`config.mk`:
```
export PLATFORM = sky130hd
export DESIGN_NAME = stream_find_and_replace_flat
export DESIGN_NICKNAME = d
export VERILOG_FILES = /design/src/sfr_pkg.sv /design/src/sfr_in_if.sv /design/src/sfr_out_if.sv /design/src/sfr_cfg.sv /design/src/sfr_dp.sv /design/src/sfr_ctrl.sv /design/src/stream_find_and_replace.sv /design/src/flat_wrapper.sv
export SDC_FILE = /design/constraint.sdc
export NUM_CORES = 1
export LEC_CHECK = 0
export CORE_MARGIN = 2
export CORE_UTILIZATION = 69
export DETAILED_ROUTE_END_ITERATION = 7
export DONT_BUFFER_PORTS = 1
export HOLD_SLACK_MARGIN = 0.1
export PLACE_DENSITY = 0.88
export SLEW_MARGIN = 20
export SYNTH_ARGS = -nofsm -noshare
export SYNTH_HDL_FRONTEND = slang
export SYNTH_SLANG_ARGS = --single-unit
```
`constraint.sdc`:
```
create_clock -name i_clk -period 4.96 [get_ports i_clk]
set_input_delay 0.744 -clock i_clk [delete_from_list [all_inputs] [get_ports i_clk]]
set_output_delay 0.744 -clock i_clk [all_outputs]
set_load 0.02 [all_outputs]
```
`src/sfr_pkg.sv`:
```
package sfr_pkg;

    localparam int unsigned PADDR_W    = 5;
    localparam int unsigned PDATA_W    = 64;
    localparam int unsigned REPL_BYTES = 8;
    localparam int unsigned RIDX_W     = 3;

    localparam logic [1:0] REG_PATTERN  = 2'd0;
    localparam logic [1:0] REG_PLEN     = 2'd1;
    localparam logic [1:0] REG_REPL     = 2'd2;
    localparam logic [1:0] REG_RLEN     = 2'd3;

    localparam logic [7:0] NEWLINE_BYTE = 8'd10;
    localparam logic [3:0] REPL_MAX_LEN = 4'd8;

    typedef enum logic [1:0] {
        SEL_HELD = 2'd0,
        SEL_REPL = 2'd1,
        SEL_NL   = 2'd2
    } t_out_sel;

    typedef struct packed {
        logic [63:0] search_pattern;
        logic [3:0]  pattern_length;
        logic [63:0] replacement_text;
        logic [3:0]  replacement_length;
        logic        clear_window;
    } t_cfg;

    typedef struct packed {
        logic     load;
        logic     shift;
        logic     repl_step;
        logic     clear_count;
        t_out_sel sel;
    } t_dp_cmd;

    typedef struct packed {
        logic prefix;
        logic full;
        logic shift_last;
        logic count_zero;
        logic repl_last;
        logic repl_empty;
    } t_dp_sts;

endpackage

```
`src/sfr_in_if.sv`:
```
interface sfr_in_if;
    logic       valid;
    logic       ready;
    logic       op;
    logic [7:0] char_byte;

    modport source (output valid, output op, output char_byte, input ready);
    modport sink (input valid, input op, input char_byte, output ready);
endinterface

```
`src/sfr_out_if.sv`:
```
interface sfr_out_if;
    logic       valid;
    logic       ready;
    logic [7:0] out_byte;
    logic       last_of_run;

    modport source (output valid, output out_byte, output last_of_run, input ready);
    modport sink (input valid, input out_byte, input last_of_run, output ready);
endinterface

```
`src/sfr_cfg.sv`:
```
module sfr_cfg (
    input  logic                          i_clk,
    input  logic                          i_rst_n,
    input  logic                          psel,
    input  logic                          penable,
    input  logic                          pwrite,
    input  logic [sfr_pkg::PADDR_W-1:0]   paddr,
    input  logic [sfr_pkg::PDATA_W-1:0]   pwdata,
    output logic [sfr_pkg::PDATA_W-1:0]   prdata,
    output logic                          pready,
    output sfr_pkg::t_cfg                 o_cfg
);

    logic [63:0] r_pattern;
    logic [3:0]  r_plen;
    logic [63:0] r_repl;
    logic [3:0]  r_rlen;
    logic        clr_win;
    logic        wr_en;
    logic [1:0]  reg_idx;

    assign pready  = 1'b1;
    assign wr_en   = psel && penable && pwrite;
    assign reg_idx = paddr[4:3];

    always_ff @(posedge i_clk) begin
        if (!i_rst_n) begin
            r_pattern <= '0;
            r_plen    <= 4'd1;
            r_repl    <= '0;
            r_rlen    <= '0;
        end else begin
            if (wr_en) begin
                unique case (reg_idx)
                    sfr_pkg::REG_PATTERN: r_pattern <= pwdata;
                    sfr_pkg::REG_PLEN:    r_plen    <= pwdata[3:0];
                    sfr_pkg::REG_REPL:    r_repl    <= pwdata;
                    sfr_pkg::REG_RLEN:    r_rlen    <= pwdata[3:0];
                    default: ;
                endcase
            end
        end
    end

    always_comb begin
        unique case (reg_idx)
            sfr_pkg::REG_PATTERN: prdata = r_pattern;
            sfr_pkg::REG_PLEN:    prdata = {60'd0, r_plen};
            sfr_pkg::REG_REPL:    prdata = r_repl;
            sfr_pkg::REG_RLEN:    prdata = {60'd0, r_rlen};
            default:              prdata = '0;
        endcase
    end

    // A write to the pattern or its length empties the window at the same edge,
    // so a beat taken straight after the write starts from an empty window.
    assign clr_win = wr_en && ((reg_idx == sfr_pkg::REG_PATTERN) ||
                               (reg_idx == sfr_pkg::REG_PLEN));

    assign o_cfg.search_pattern     = r_pattern;
    assign o_cfg.pattern_length     = r_plen;
    assign o_cfg.replacement_text   = r_repl;
    assign o_cfg.replacement_length = r_rlen;
    assign o_cfg.clear_window       = clr_win;

endmodule

```
`src/sfr_dp.sv`:
```
module sfr_dp #(
    parameter int unsigned MAX_PATTERN_BYTES = 8
) (
    input  logic              i_clk,
    input  logic              i_rst_n,
    input  sfr_pkg::t_cfg     i_cfg,
    input  sfr_pkg::t_dp_cmd  i_cmd,
    input  logic [7:0]        i_char,
    output sfr_pkg::t_dp_sts  o_sts,
    output logic [7:0]        o_byte
);

    localparam int unsigned CW = $clog2(MAX_PATTERN_BYTES + 1);
    localparam int unsigned IW = (MAX_PATTERN_BYTES > 1) ? $clog2(MAX_PATTERN_BYTES) : 1;

    logic [7:0]                       r_win [MAX_PATTERN_BYTES];
    logic [CW-1:0]                    r_count;
    logic [CW-1:0]                    n_count;
    logic [sfr_pkg::RIDX_W-1:0]       r_ridx;
    logic [sfr_pkg::RIDX_W-1:0]       n_ridx;
    logic [CW-1:0]                    plen_eff;
    logic [3:0]                       rlen_eff;
    logic [MAX_PATTERN_BYTES-1:0]     match;
    logic [MAX_PATTERN_BYTES-1:0]     smatch;
    logic [7:0]                       repl_byte;

    always_comb begin
        if (i_cfg.pattern_length == 4'd0) begin
            plen_eff = CW'(1);
        end else if (i_cfg.pattern_length > 4'(MAX_PATTERN_BYTES)) begin
            plen_eff = CW'(MAX_PATTERN_BYTES);
        end else begin
            plen_eff = CW'(i_cfg.pattern_length);
        end
        if (i_cfg.replacement_length > sfr_pkg::REPL_MAX_LEN) begin
            rlen_eff = sfr_pkg::REPL_MAX_LEN;
        end else begin
            rlen_eff = i_cfg.replacement_length;
        end
    end

    // Prefix test of the window as held, and of the window as it would be
    // after its oldest byte is released.
    always_comb begin
        match  = '1;
        smatch = '1;
        for (int i = 0; i < MAX_PATTERN_BYTES; i++) begin
            if (CW'(i) < r_count) begin
                match[i] = (r_win[i] == i_cfg.search_pattern[8*i +: 8]);
            end
        end
        for (int i = 0; i < MAX_PATTERN_BYTES - 1; i++) begin
            if (CW'(i + 1) < r_count) begin
                smatch[i] = (r_win[i+1] == i_cfg.search_pattern[8*i +: 8]);
            end
        end
    end

    assign repl_byte = i_cfg.replacement_text[8*r_ridx +: 8];

    assign o_sts.prefix     = &match;
    assign o_sts.full       = (r_count == plen_eff);
    assign o_sts.shift_last = (r_count == CW'(1)) || (&smatch);
    assign o_sts.count_zero = (r_count == '0);
    assign o_sts.repl_last  = ((4'(r_ridx) + 4'd1) == rlen_eff);
    assign o_sts.repl_empty = (rlen_eff == 4'd0);

    always_comb begin
        unique case (i_cmd.sel)
            sfr_pkg::SEL_HELD: o_byte = r_win[0];
            sfr_pkg::SEL_REPL: o_byte = repl_byte;
            sfr_pkg::SEL_NL:   o_byte = sfr_pkg::NEWLINE_BYTE;
            default:           o_byte = sfr_pkg::NEWLINE_BYTE;
        endcase
    end

    always_comb begin
        n_count = r_count;
        n_ridx  = r_ridx;
        if (i_cmd.load) begin
            n_count = r_count + CW'(1);
        end
        if (i_cmd.shift) begin
            n_count = r_count - CW'(1);
        end
        if (i_cmd.repl_step) begin
            n_ridx = o_sts.repl_last ? '0 : r_ridx + sfr_pkg::RIDX_W'(1);
        end
        if (i_cmd.clear_count || i_cfg.clear_window) begin
            n_count = '0;
        end
    end

    always_ff @(posedge i_clk) begin
        if (!i_rst_n) begin
            r_count <= '0;
            r_ridx  <= '0;
        end else begin
            r_count <= n_count;
            r_ridx  <= n_ridx;
        end
    end

    always_ff @(posedge i_clk) begin
        if (i_cmd.load) begin
            r_win[r_count[IW-1:0]] <= i_char;
        end else if (i_cmd.shift) begin
            for (int i = 0; i < MAX_PATTERN_BYTES - 1; i++) begin
                r_win[i] <= r_win[i+1];
            end
        end
    end

endmodule

```
`src/sfr_ctrl.sv`:
```
module sfr_ctrl (
    input  logic              i_clk,
    input  logic              i_rst_n,
    input  logic              i_in_valid,
    input  logic              i_in_op,
    input  logic              i_out_ready,
    input  sfr_pkg::t_dp_sts  i_sts,
    output logic              o_in_ready,
    output logic              o_out_valid,
    output logic              o_out_last,
    output sfr_pkg::t_dp_cmd  o_cmd
);

    typedef enum logic [4:0] {
        ST_IDLE    = 5'b00001,
        ST_CHECK   = 5'b00010,
        ST_RELEASE = 5'b00100,
        ST_REPL    = 5'b01000,
        ST_FLUSH   = 5'b10000
    } t_state;

    t_state r_state;
    t_state n_state;
    logic   out_beat;

    assign out_beat = o_out_valid && i_out_ready;

    always_comb begin
        n_state           = r_state;
        o_in_ready        = 1'b0;
        o_out_valid       = 1'b0;
        o_out_last        = 1'b0;
        o_cmd.load        = 1'b0;
        o_cmd.shift       = 1'b0;
        o_cmd.repl_step   = 1'b0;
        o_cmd.clear_count = 1'b0;
        o_cmd.sel         = sfr_pkg::SEL_HELD;
        unique case (r_state)
            ST_IDLE: begin
                o_in_ready = 1'b1;
                if (i_in_valid) begin
                    if (i_in_op) begin
                        n_state = ST_FLUSH;
                    end else begin
                        o_cmd.load = 1'b1;
                        n_state    = ST_CHECK;
                    end
                end
            end
            ST_CHECK: begin
                if (!i_sts.prefix) begin
                    n_state = ST_RELEASE;
                end else if (i_sts.full && !i_sts.repl_empty) begin
                    n_state = ST_REPL;
                end else begin
                    o_cmd.clear_count = i_sts.full;
                    n_state           = ST_IDLE;
                end
            end
            ST_RELEASE: begin
                // Once the shortened window is a prefix again, this beat ends
                // the run; a shortened window can never be a full match.
                o_out_valid = 1'b1;
                o_out_last  = i_sts.shift_last;
                if (out_beat) begin
                    o_cmd.shift = 1'b1;
                    if (i_sts.shift_last) begin
                        n_state = ST_IDLE;
                    end
                end
            end
            ST_REPL: begin
                o_out_valid = 1'b1;
                o_out_last  = i_sts.repl_last;
                o_cmd.sel   = sfr_pkg::SEL_REPL;
                if (out_beat) begin
                    o_cmd.repl_step = 1'b1;
                    if (i_sts.repl_last) begin
                        o_cmd.clear_count = 1'b1;
                        n_state           = ST_IDLE;
                    end
                end
            end
            ST_FLUSH: begin
                o_out_valid = 1'b1;
                o_out_last  = i_sts.count_zero;
                o_cmd.sel   = i_sts.count_zero ? sfr_pkg::SEL_NL : sfr_pkg::SEL_HELD;
                if (out_beat) begin
                    if (i_sts.count_zero) begin
                        n_state = ST_IDLE;
                    end else begin
                        o_cmd.shift = 1'b1;
                    end
                end
            end
            default: n_state = ST_IDLE;
        endcase
    end

    always_ff @(posedge i_clk) begin
        if (!i_rst_n) begin
            r_state <= ST_IDLE;
        end else begin
            r_state <= n_state;
        end
    end

endmodule

```
`src/stream_find_and_replace.sv`:
```
// A text beat is checked in the cycle after it is taken and an end-of-line beat
// starts its output in the next cycle; output bytes follow at one beat per cycle
// while the receiver holds ready high. One item at a time: no new beat is taken
// until the last one has been checked and its output, if any, is done.
// Reset is synchronous and active low: the window empties and the registers
// return to pattern 0, pattern length 1, replacement 0, replacement length 0.
module stream_find_and_replace #(
    parameter int unsigned MAX_PATTERN_BYTES = 8
) (
    input  logic                          i_clk,
    input  logic                          i_rst_n,
    sfr_in_if.sink                        i_in,
    sfr_out_if.source                     o_out,
    input  logic                          psel,
    input  logic                          penable,
    input  logic                          pwrite,
    input  logic [sfr_pkg::PADDR_W-1:0]   paddr,
    input  logic [sfr_pkg::PDATA_W-1:0]   pwdata,
    output logic [sfr_pkg::PDATA_W-1:0]   prdata,
    output logic                          pready
);

    sfr_pkg::t_cfg    cfg;
    sfr_pkg::t_dp_cmd cmd;
    sfr_pkg::t_dp_sts sts;

    sfr_cfg u_cfg (
        .i_clk   (i_clk),
        .i_rst_n (i_rst_n),
        .psel    (psel),
        .penable (penable),
        .pwrite  (pwrite),
        .paddr   (paddr),
        .pwdata  (pwdata),
        .prdata  (prdata),
        .pready  (pready),
        .o_cfg   (cfg)
    );

    sfr_dp #(
        .MAX_PATTERN_BYTES (MAX_PATTERN_BYTES)
    ) u_dp (
        .i_clk   (i_clk),
        .i_rst_n (i_rst_n),
        .i_cfg   (cfg),
        .i_cmd   (cmd),
        .i_char  (i_in.char_byte),
        .o_sts   (sts),
        .o_byte  (o_out.out_byte)
    );

    sfr_ctrl u_ctrl (
        .i_clk       (i_clk),
        .i_rst_n     (i_rst_n),
        .i_in_valid  (i_in.valid),
        .i_in_op     (i_in.op),
        .i_out_ready (o_out.ready),
        .i_sts       (sts),
        .o_in_ready  (i_in.ready),
        .o_out_valid (o_out.valid),
        .o_out_last  (o_out.last_of_run),
        .o_cmd       (cmd)
    );

endmodule

```
`src/flat_wrapper.sv`:
```
// flat-port wrapper written by rule: the top's interface ports become plain ports
module stream_find_and_replace_flat 
#(
    parameter int unsigned MAX_PATTERN_BYTES = 8
)
  (i_clk, i_rst_n, psel, penable, pwrite, paddr, pwdata, prdata, pready, i_in_valid, i_in_op, i_in_char_byte, i_in_ready, o_out_valid, o_out_out_byte, o_out_last_of_run, o_out_ready);
  sfr_in_if i_in_i ();
  sfr_out_if o_out_i ();
  input  logic i_clk;
  input  logic i_rst_n;
  input  logic psel;
  input  logic penable;
  input  logic pwrite;
  input  logic [sfr_pkg::PADDR_W-1:0] paddr;
  input  logic [sfr_pkg::PDATA_W-1:0] pwdata;
  output logic [sfr_pkg::PDATA_W-1:0] prdata;
  output logic pready;
  input wire logic [$bits(i_in_i.valid)-1:0] i_in_valid;
  input wire logic [$bits(i_in_i.op)-1:0] i_in_op;
  input wire logic [$bits(i_in_i.char_byte)-1:0] i_in_char_byte;
  output wire logic [$bits(i_in_i.ready)-1:0] i_in_ready;
  output wire logic [$bits(o_out_i.valid)-1:0] o_out_valid;
  output wire logic [$bits(o_out_i.out_byte)-1:0] o_out_out_byte;
  output wire logic [$bits(o_out_i.last_of_run)-1:0] o_out_last_of_run;
  input wire logic [$bits(o_out_i.ready)-1:0] o_out_ready;
  assign i_in_i.valid = i_in_valid;
  assign i_in_i.op = i_in_op;
  assign i_in_i.char_byte = i_in_char_byte;
  assign i_in_ready = i_in_i.ready;
  assign o_out_valid = o_out_i.valid;
  assign o_out_out_byte = o_out_i.out_byte;
  assign o_out_last_of_run = o_out_i.last_of_run;
  assign o_out_i.ready = o_out_ready;
  stream_find_and_replace #(.MAX_PATTERN_BYTES(MAX_PATTERN_BYTES)) u_core (.i_clk(i_clk), .i_rst_n(i_rst_n), .i_in(i_in_i), .o_out(o_out_i), .psel(psel), .penable(penable), .pwrite(pwrite), .paddr(paddr), .pwdata(pwdata), .prdata(prdata), .pready(pready));
endmodule
```
==> impl_metrics.csv <==
group,metric,value,unit
global_routing,grt_max_degree,146,
min_path,hold_depth,1,
critical_path,worstReg2RegEnd,"u_core.u_dp.r_win[6][2]",
critical_path,slowest_stage,"dfxtp_2",
drt,dr.pass1.iters,6,
floorplan,core,16000,sq um
global_routing,overflow,0,
synthesis,synthFlopType,"dfxtp_1",
timing,setup_viol,0,
drt,drt_iter0_markers,1181,
synthesis,yosys.area_share.simple,0.211,
synthesis,muxShareOfSynthArea,0.108,
place,dpl-instance-area,11400,sq um
clock_network,clock_path_buffers,3,
global_routing,grt_util_all_layers,0.363,
global_routing,met1_usage,0.511,
drt,dr_total_vias,9605,
clock_network,clock_sinks,212,
power,p_per_area,319,nW/um^2
floorplan,die_h,132,um
synthesis,syn_avg_cell_area,8.80,sq um
critical_path,worstPathBufferInverterCount,0,
clock_network,hold_buffers,0,
synthesis,synthTopCellsByArea,"dfxtp_1 26%, edfxtp_1 17%, nand2_1 13%",
floorplan,dieWidth,132,um
clock_network,clkTransAtPathRegs,0.06,ns
timing,worst_slack,0.944,ns
drt,viasPerCell,6.50,
clock_network,cts_tree,"built",
floorplan,io_pins,161,
critical_path,regToRegSetupSlack,1.51,ns
power,total_power,3.88,mW
power,sw_frac_of_total,0.235,
global_routing,grtUsageMet2,0.568,
synthesis,synthArstFlopShare,0,
run_status,status,"completed",
critical_path,reg2reg_from,"u_core.u_dp.r_count[0]",
timing,hold_viol_final,0,
floorplan,start_util,0.709,
critical_path,crit_path_frequent_cell,"nor2_1",
timing,tns,0,ns
critical_path,cpPeakStageDelay,0.73,ns
power,leakagePower,4.49,nW
synthesis,synth_xor_area_frac,0.0973,
finish,drive_above_1_share,0.0610,
timing,skew,0.0102,ns
finish,final_cell_area,12200,sq um
place,dp_hpwl,22800,um
synthesis,synth_cell_types,52,
clock_network,cts_resized,0,
floorplan,row_count,46,
critical_path,cp.required,4.22,ns
global_routing,grt.busiest_layer,"met2",
synthesis,synth_edf_count,64,
power,seq_power_share,0.481,
synthesis,synth-seq-area-share,0.431,
critical_path,cp_cell_sequence,"ha_1, xor2_1, mux2_2, o31ai_1, a21oi_1, nand2b_1, nor2_1, nor2_1, o21ai_1",
critical_path,crit_family,"flip-flops",
synthesis,syn_inst,1289,
clock_network,postCtsSetupBuffers,0,
place,gp_congestion,1.01,
power,irDropWorstVdd,336,uV
timing,period_needed,4.02,ns
global_routing,grt_first_pass_wirelength,50100,um
timing,finalCritPeriodShare,0.810,
critical_path,reg2reg_depth,7,
finish,layout.nets,1335,
min_path,hold_path.class,"primary input to flip-flop",
floorplan,die_area,17500,sq um
timing,rsz0062_at_grt,"no",
critical_path,criticalPathCategory,"flip-flop to output pin",
place,portBuffers,0,
drt,avgRoutedWirePerCell,22.2,um
synthesis,synth_common_cells,"395 x nand2_1, 148 x dfxtp_1, 128 x a21boi_0",
finish,layout.core_utilization,0.760,
finish,syn2layout_area_growth,7.27,%
clock_network,root_buffer,"clkbuf_16",
critical_path,critical_path_arrival,3.27,ns
timing,tightest_slew,0.981,ns
global_routing,grt_pass1_vias,8796,
min_path,min_from,"i_rst_n",
min_path,whs_endpoint,"u_core.u_cfg.r_plen[0]",
clock_network,htreeDepth,1,
place,pre_cts_slack,1.14,ns
timing,slew_headroom,0.346,
power,p_clk_frac,0.455,
critical_path,critPathLaunchType,"flip-flop",
critical_path,endpoint_kind,"output pin",
run,max_cap_viol_count,0,
synthesis,synth_area_leader_cell,"dfxtp_1",
drt,wl,32800,um
global_routing,antenna_found_initial,0,
clock_network,insertion_delay,0.52,ns
synthesis,synth_top_family_by_area,"simple AND/OR/NAND/NOR gates",
timing,slew_viol_final,0,
drt,drc,0,
synthesis,yosysWarnings,0,
timing,max_clock_freq,0.249,GHz
synthesis,synth_compound_area_frac,0.119,
drt,ant_nets,0,
synthesis,yosysTopAreaCellShare,0.261,
synthesis,synth_area,11300,sq um
synthesis,yosysMostFrequentCell,"nand2_1",
synthesis,mappedNetlistNets,1378,
power,combinationalPowerShare,0.065,
finish,diodes,0,
power,switchingPower,0.909,mW
synthesis,ys_seq_elements,212,
synthesis,synth_adder_area_share,0.00441,
clock_network,cts-buffers-inserted,22,
power,internal_power,2.97,mW
critical_path,worstPathMaxFanout,20,
global_routing,grt_util_met3,0.0688,
-- sequential cells by signal, indices dropped and copies added (netlist names) --
signal                  cells
u_core.u_cfg.r_rlen         4
u_core.u_cfg.r_pattern     64
u_core.u_ctrl.r_state       5
u_core.u_cfg.r_plen         4
u_core.u_cfg.r_repl        64
u_core.u_dp.r_ridx          3
u_core.u_dp.r_win          64
u_core.u_dp.r_count         4
-- cell families (layout without fill, tap and decap cells) --
group,count (synthesis),after routing
other,1,1
buffers and inverters,84,57
AOI/OAI and AO/OA,192,192
and+or+nand+nor,573,573
DFF,212,212
muxes,97,97
adders and majority gates,4,4
xor gates and xnor gates,126,126
-- per-stage QoR --
| stage | hold slack (ns) | cells |
|---|---|---|
| 2_1_floorplan | 0.449 | 1289 |
| 3_3_place_gp | 0.461 | 1438 |
| 3_5_place_dp | 0.475 | 1438 |
| 4_1_cts | 0.310 | 1478 |
| 5_1_grt | 0.323 | 1478 |
| 6_report | 0.323 | 1478 |
-- final cells by class --
type / instances / area, sq um
Timing Repair Buffer: 7 / 52.6
Tap cell: 216 / 270
Clock inverter: 13 / 155
Inverter: 10 / 37.5
Multi-Input combinational cell: 993 / 6140
Sequential cell: 212 / 4890
Clock buffer: 27 / 621
Fill cell: 1132 / 3830
-- worst reg2reg max path, cell delays in order, from the launching register on --
cell and delay [ns]:
dfxtp_1 0.60, inv_1 0.21, ha_1 0.31, and2_1 0.22, o21ai_0 0.24, and3_2 0.66
a31oi_1 0.14, a21oi_1 0.70
-- power groups by stage --
stage | combinational [mW] | clock [mW] | sequential [mW]
floorplan | 0.228 | 0 | 1.88
global placement | 0.233 | 0 | 1.90
detailed placement | 0.242 | 0 | 1.90
CTS | 0.245 | 1.76 | 1.86
global route | 0.267 | 1.82 | 1.87
finish | 0.250 | 1.76 | 1.86
-- worst max-delay path by stage --
stage	start	endpoint	slack, ns	cells after the start
floorplan	paddr[4]	prdata[10]	2.01	5
global placement	u_core.u_dp.r_ridx[1]	o_out_last_of_run	1.26	9
detailed placement	u_core.u_dp.r_ridx[1]	o_out_last_of_run	1.14	9
CTS	u_core.u_dp.r_ridx[1]	o_out_last_of_run	0.57	9
global route	u_core.u_dp.r_ridx[1]	o_out_last_of_run	0.82	9
finish	u_core.u_dp.r_ridx[1]	o_out_last_of_run	0.94	9
-- per-layer routing --
metal / wire, um / up-vias
met5: 0 / -
met4: 1370 / 0
met3: 3900 / 115
met2: 14700 / 660
met1: 12800 / 4562
li1: - / 4268
-- cell usage in the layout, fill, tap and decap left out, types with 5 or more instances in the layout --
cell       instances
o21ai_0           12
mux4_2            19
nand4_1           12
a31oi_1            5
mux2i_1           76
nor3_1             9
nor4_1            20
xor2_1            81
edfxtp_1          64
clkbuf_16         23
buf_4              7
a21boi_0         128
xnor2_1           45
nor2_1            88
nor2b_1           10
nand2_1          395
inv_1              9
nand3_1            9
a21oi_1           23
dfxtp_1          147
nand2b_1           6
Note: power is estimated with default switching activity, not from simulation.
